$ cat config.mk
export PLATFORM = sky130hd
export DESIGN_NAME = lshl_cell
export DESIGN_NICKNAME = d
export VERILOG_FILES = /design/src/sv/lshl_pkg.sv /design/src/sv/lshl_cell.sv
export SDC_FILE = /design/constraint.sdc
export NUM_CORES = 1
export LEC_CHECK = 0
export BUFFER_PORTS_ARGS = -buffer_cell sky130_fd_sc_hd__buf_2
export CORE_MARGIN = 2
export CORE_UTILIZATION = 45
export CTS_CLUSTER_SIZE = 14
export DETAILED_ROUTE_END_ITERATION = 6
export GPL_TIMING_DRIVEN = 0
export HOLD_SLACK_MARGIN = 0.12
export PLACE_DENSITY_LB_ADDON = 0.25
export REMOVE_ABC_BUFFERS = 1
export SLEW_MARGIN = 20
export SYNTH_ARGS = -nofsm -noshare
export SYNTH_HDL_FRONTEND = slang
export SYNTH_SLANG_ARGS = --single-unit
export TNS_END_PERCENT = 100
$ cat constraint.sdc
create_clock -name clk -period 6.52 [get_ports clk]
set_clock_uncertainty 0.15 [all_clocks]
set_input_delay 0.326 -clock clk [delete_from_list [all_inputs] [get_ports clk]]
set_output_delay 0.326 -clock clk [all_outputs]
set_load 0.01 [all_outputs]
$ cat src/sv/lshl_pkg.sv
// ----------------------------------------------------------------------------
// lshl_pkg
// Shared sizes, codes and structs of the layer-sorted handle list.
// ----------------------------------------------------------------------------
package lshl_pkg;

  localparam int DEPTH       = 16;
  localparam int HANDLE_BITS = 16;
  localparam int LAYER_BITS  = 16;

  // Port field widths (fixed)
  localparam int CMD_W    = 2;
  localparam int FHND_W   = 16;
  localparam int FLAY_W   = 16;
  localparam int POS_W    = 4;
  localparam int STAT_W   = 2;
  localparam int FIDX_W   = 4;
  localparam int FCNT_W   = 5;

  // Internal widths
  localparam int IDX_W = (DEPTH > 1) ? $clog2(DEPTH) : 1;
  localparam int CNT_W = $clog2(DEPTH + 1);
  localparam int CMP_W = (CNT_W > POS_W) ? CNT_W : POS_W;

  typedef enum logic [CMD_W-1:0] {
    CMD_INSERT = 2'd0,
    CMD_DELETE = 2'd1,
    CMD_LOOKUP = 2'd2,
    CMD_READ   = 2'd3
  } cmd_t;

  typedef enum logic [STAT_W-1:0] {
    ST_OK      = 2'd0,
    ST_FULL    = 2'd1,
    ST_MISSING = 2'd2,
    ST_RANGE   = 2'd3
  } status_t;

  typedef struct packed {
    logic [HANDLE_BITS-1:0]        handle;
    logic signed [LAYER_BITS-1:0]  layer;
  } slot_t;

  // Command broadcast to every cell
  typedef struct packed {
    cmd_t                          cmd;
    logic [HANDLE_BITS-1:0]        handle;
    logic signed [LAYER_BITS-1:0]  layer;
    logic [POS_W-1:0]              pos;
    logic [CNT_W-1:0]              count;
    logic                          wr_en;
  } op_t;

  // Hit carried down the chain, at most one cell sets it
  typedef struct packed {
    logic                          found;
    logic [HANDLE_BITS-1:0]        handle;
    logic signed [LAYER_BITS-1:0]  layer;
    logic [IDX_W-1:0]              idx;
  } hit_t;

endpackage

$ cat src/sv/lshl_cell.sv
// ----------------------------------------------------------------------------
// lshl_cell
// One slot of the list: compares against the command, shifts with neighbors.
// ----------------------------------------------------------------------------
module lshl_cell
  import lshl_pkg::*;
(
  input  logic             clk,
  input  logic [IDX_W-1:0] idx,
  input  op_t              op,
  input  slot_t            prev,
  input  logic             prev_gt,
  input  slot_t            next,
  input  logic             seen_in,
  input  hit_t             chain_in,
  output slot_t            cur,
  output logic             gt,
  output logic             seen_out,
  output hit_t             chain_out
);

  slot_t slot;
  logic  occ;
  logic  at_count;
  logic  match;
  logic  hit;

  assign cur      = slot;
  assign occ      = CNT_W'(idx) < op.count;
  assign at_count = CNT_W'(idx) == op.count;
  assign gt       = occ && (slot.layer > op.layer);
  assign match    = occ && (slot.handle == op.handle);
  assign seen_out = seen_in | match;

  always_comb begin
    unique case (op.cmd)
      CMD_INSERT:             hit = !prev_gt && (gt || at_count);
      CMD_DELETE, CMD_LOOKUP: hit = match && !seen_in;
      CMD_READ:               hit = occ && (CMP_W'(idx) == CMP_W'(op.pos));
      default:                hit = 1'b0;
    endcase
  end

  always_comb begin
    chain_out = chain_in;
    if (hit) begin
      chain_out.found  = 1'b1;
      chain_out.idx    = idx;
      if (op.cmd == CMD_INSERT) begin
        chain_out.handle = op.handle;
        chain_out.layer  = op.layer;
      end else begin
        chain_out.handle = slot.handle;
        chain_out.layer  = slot.layer;
      end
    end
  end

  // Insert shifts up from the first larger layer; delete shifts down
  // from the first match.
  always_ff @(posedge clk) begin
    if (op.wr_en) begin
      if (op.cmd == CMD_INSERT) begin
        if (prev_gt) begin
          slot <= prev;
        end else if (hit) begin
          slot.handle <= op.handle;
          slot.layer  <= op.layer;
        end
      end else if (op.cmd == CMD_DELETE) begin
        if (seen_out) begin
          slot <= next;
        end
      end
    end
  end

endmodule

==> results by stage <==
STA:
- The final count of hold timing violations is 0.
- Static timing analysis puts the maximum clock frequency at around 0.24 GHz.
- Headroom to the max-slew limit came out at 0.294.
- Setup repair after global routing left no endpoint under its margin.
- The minimum clock period is around 4.2 ns.
- After layout, the worst setup slack is between 2 and 2.5 ns.
- The transition time at the pin with the least slew margin is around 1.1 ns.
- The number of max-slew violations in the final report is 0.
- The fraction of the cycle the final worst path needs is 0.643.
- The count of endpoints failing setup in the final report is 0.

Min path:
- The worst min-delay path class is in -> reg.
- The destination of the worst hold path is cur[31].
- The worst hold path begins at next[31].
- The number of instances on the worst hold path is 3.

Worst setup path:
- The type of origin of the critical path is a flip-flop.
- The beginning of the worst register-to-register path is cur[13].
- The data arrival time of the critical path is about 3.7 ns.
- The required time of the critical path is 6.04 ns.
- For the worst flop-to-flop path, the logic depth is 8.
- Across all register-to-register paths, the minimum setup slack is around 3.3 ns.
- The worst setup path is of the reg -> out kind.
- The nature of the critical path endpoint is a primary output.
- The critical register-to-register path endpoint is cur[21].
- The beginning of the critical path is cur[11].
- The largest fanout on the critical path is 37.

Logic synthesis:
- The synthesized cell area is between 3000 and 4000 µm².
- The mean instance size in the synthesized netlist is about 9.0 µm².
- The most frequently used flop master after synthesis is sky130_fd_sc_hd__edfxtp_1.
- The netlist uses 39 different library cells.
- The count of yosys warnings during synthesis is 0.
- Of the synthesized area, sequential elements account for 0.263.
- In this run, synthesis produced a sequential element count of 32.
- The share of flip-flops with an asynchronous set or reset after synthesis is 0.
- The number of enable flip-flop cells after synthesis is 32.
- Synthesis handed over a netlist of approximately 400 instances.

Routing:
- The detail route stage leaves a number of antenna-violating nets equal to 0.
- The first TritonRoute pass finished after 4 iterations.
- The total wirelength of the detailed-routed design is roughly 11,000 µm.
- After the first detailed-routing iteration, the DRC count stood at 67.
- In the final routed layout, each cell accounts on average for about 15 µm.
- Summing over every cut layer, the via total after detailed routing is 3,732.
- After detailed routing, the number of vias per cell comes to approximately 5.2.
- In the routed design, unresolved DRC markers number 0.

Clock network:
- TritonCTS built the clock tree.
- The deepest level of the CTS H-tree is 2.
- The later-pin clock latency in the skew report is approximately 0.28 ns.
- The total clock sinks is 32.
- The number of buffers added by the clock tree synthesis step is 5.
- The count of hold buffers inserted by post-cts repair is 0.
- The number of buffers on the longest clock path is 2.
- The root buffer cell is sky130_fd_sc_hd__clkbuf_8.
- The CTS clock-pin slew for the worst setup and hold paths is 0.07 ns.
- The total of cells resized after clock tree synthesis is 0.
- The number of buffers inserted to repair setup after CTS is 0.

Floorplanning:
- The die covers about 8800 µm².
- The starting density of the core is 0.467.
- The number of rows created at floorplan is 32.
- The die boundary width is roughly 94 µm.
- The vertical die dimension is about 94 µm.
- The core outline area is 7810 µm².
- In this run the count of I/O pins placed on the die edge is around 220.

Pwr:
- For this design the ratio of total power to cell area is approximately 130 nW/µm².
- VDD sags by at most ~0.076 mV.
- The analysis attributes to cell leakage a power of between 2 and 2.5 nW.

Final layout:
- The repair_antennas step left the layout with diodes totalling 0.
- After routing the design area is roughly 5000 µm².
- The top cell types in the final layout, fill and taps aside, are sky130_fd_sc_hd__buf_2, sky130_fd_sc_hd__nor2_1, sky130_fd_sc_hd__mux2i_1, sky130_fd_sc_hd__inv_1, sky130_fd_sc_hd__a21oi_1.
- The final net count is between 700 and 800.
- In the final layout, the share of cells above drive strength 1 is 0.443.
- The most common library cell in the layout ignoring fill and taps is sky130_fd_sc_hd__buf_2.
- The register with the most flip-flops in the layout has 32 of them.
- The post-synthesis to final-layout area growth is 36.8%.

Placed design:
- The count of buffers added on input and output ports is about 220.
- Prior to clock tree synthesis, the placed netlist has a worst setup slack of roughly 2.6 ns.
- After detailed placement, the total cell area comes to just under 5000 µm².
- The final HPWL from detailed placement is about 8500 µm.
- The congestion estimate from routability-driven global placement came to between 0.7 and 0.8.

GRT:
- The total overflow left after global routing is 0.
- The largest net degree at the start of global routing is 66.
- For this run, the total global-route usage over all layers was measured as 0.227.
- The initial antenna violation count is 0.
- The first-pass GRT wire length is 15,900 µm.
- The number of global-route vias before repair is ~3.5k.

Job:
- Across the run, the number of max-cap violations was 0.

Outcome:
- The flow ran to the end, and the final reports show no timing, DRC or antenna violations.
[worst max-delay path, cell delays in order, from the launching register on]
cell and delay [ns]:
sky130_fd_sc_hd__edfxtp_1 0.43, sky130_fd_sc_hd__ha_1 0.33, sky130_fd_sc_hd__a21oi_1 0.13, sky130_fd_sc_hd__o21ai_0 0.13, sky130_fd_sc_hd__a2111oi_0 0.58, sky130_fd_sc_hd__a32oi_2 0.23, sky130_fd_sc_hd__a22oi_2 0.37, sky130_fd_sc_hd__o21a_4 0.66
sky130_fd_sc_hd__mux2_1 0.40, sky130_fd_sc_hd__buf_2 0.15
[cells by family (layout without fill, tap and decap cells)]
group,count (synthesis),count (layout),share of synthesized area
and+or+nand+nor,90,90,0.110
buffers and inverters,83,291,0.0946
DFF,32,32,0.263
AOI/OAI and AO/OA,88,88,0.217
muxes,68,68,0.188
xor gates and xnor gates,20,20,0.0480
adders and majority gates,23,23,0.0788
[how the worst max path moves through the flow]
| stage | endpoint | cells after the start |
|---|---|---|
| finish | chain_out[0] | 9 |
| detailed placement | chain_out[0] | 11 |
| CTS | chain_out[0] | 9 |
| global route | chain_out[0] | 9 |
| global placement | chain_out[5] | 7 |
| floorplan | chain_out[4] | 5 |
[synth_stat cells, types with 2 or more instances]
cell / n / area [µm²]
sky130_fd_sc_hd__o21ai_0: 4 / 20.0
sky130_fd_sc_hd__o21a_1: 2 / 15.0
sky130_fd_sc_hd__xnor2_1: 4 / 35.0
sky130_fd_sc_hd__buf_6: 4 / 45.0
sky130_fd_sc_hd__a221oi_1: 2 / 17.5
sky130_fd_sc_hd__mux2i_1: 64 / 641
sky130_fd_sc_hd__nand4_1: 3 / 18.8
sky130_fd_sc_hd__buf_1: 7 / 26.3
sky130_fd_sc_hd__mux2_1: 4 / 45.0
sky130_fd_sc_hd__clkbuf_1: 11 / 41.3
sky130_fd_sc_hd__nor2b_1: 2 / 12.5
sky130_fd_sc_hd__xor2_1: 16 / 140
sky130_fd_sc_hd__inv_1: 58 / 218
sky130_fd_sc_hd__buf_2: 3 / 15.0
sky130_fd_sc_hd__a21oi_1: 41 / 205
sky130_fd_sc_hd__ha_1: 23 / 288
sky130_fd_sc_hd__edfxtp_1: 32 / 961
sky130_fd_sc_hd__nor2_1: 67 / 251
sky130_fd_sc_hd__nor4_1: 4 / 25.0
sky130_fd_sc_hd__and2_1: 2 / 12.5
sky130_fd_sc_hd__nand2_1: 4 / 15.0
sky130_fd_sc_hd__a221oi_2: 30 / 450
[power breakdown]
part / switching, mW / internal (mW)
registers: 0.0103 / 0.241
clock network: 0.0739 / 0.0705
logic: 0.134 / 0.127
[area by class of cell]
cell class	instances	area, µm²
fill	693	2810
clock inverter	2	7.51
clock buffer	5	68.8
tap	102	128
sequential	32	961
multi-input combinational	289	2400
timing repair buffer	226	1210
inverter	58	218
[metal layers]
| layer | up-vias | GRT usage | wire, µm |
|---|---|---|---|
| met4 | 0 | 0.0580 | 103 |
| met2 | 128 | 0.442 | 5680 |
| met3 | 6 | 0.0457 | 633 |
| li1 | 1872 | - | - |
| met1 | 1726 | 0.247 | 4290 |
| met5 | - | 0 | 0 |
[per-stage QoR]
step | utilization | power (mW) | std cells | hold WS (ns) | setup TNS [ns]
final | 0.640 | 0.658 | 714 | 0.213 | 0
after floorplan | - | 0.400 | 379 | 0.406 | 0
after detailed placement | 0.630 | 0.518 | 707 | 0.499 | 0
after global placement | 0.610 | 0.508 | 703 | 0.494 | -71.47
after global routing | 0.640 | 0.697 | 714 | 0.207 | 0
after CTS | 0.640 | 0.665 | 714 | 0.201 | 0
Note: power is estimated with default switching activity, not from simulation.
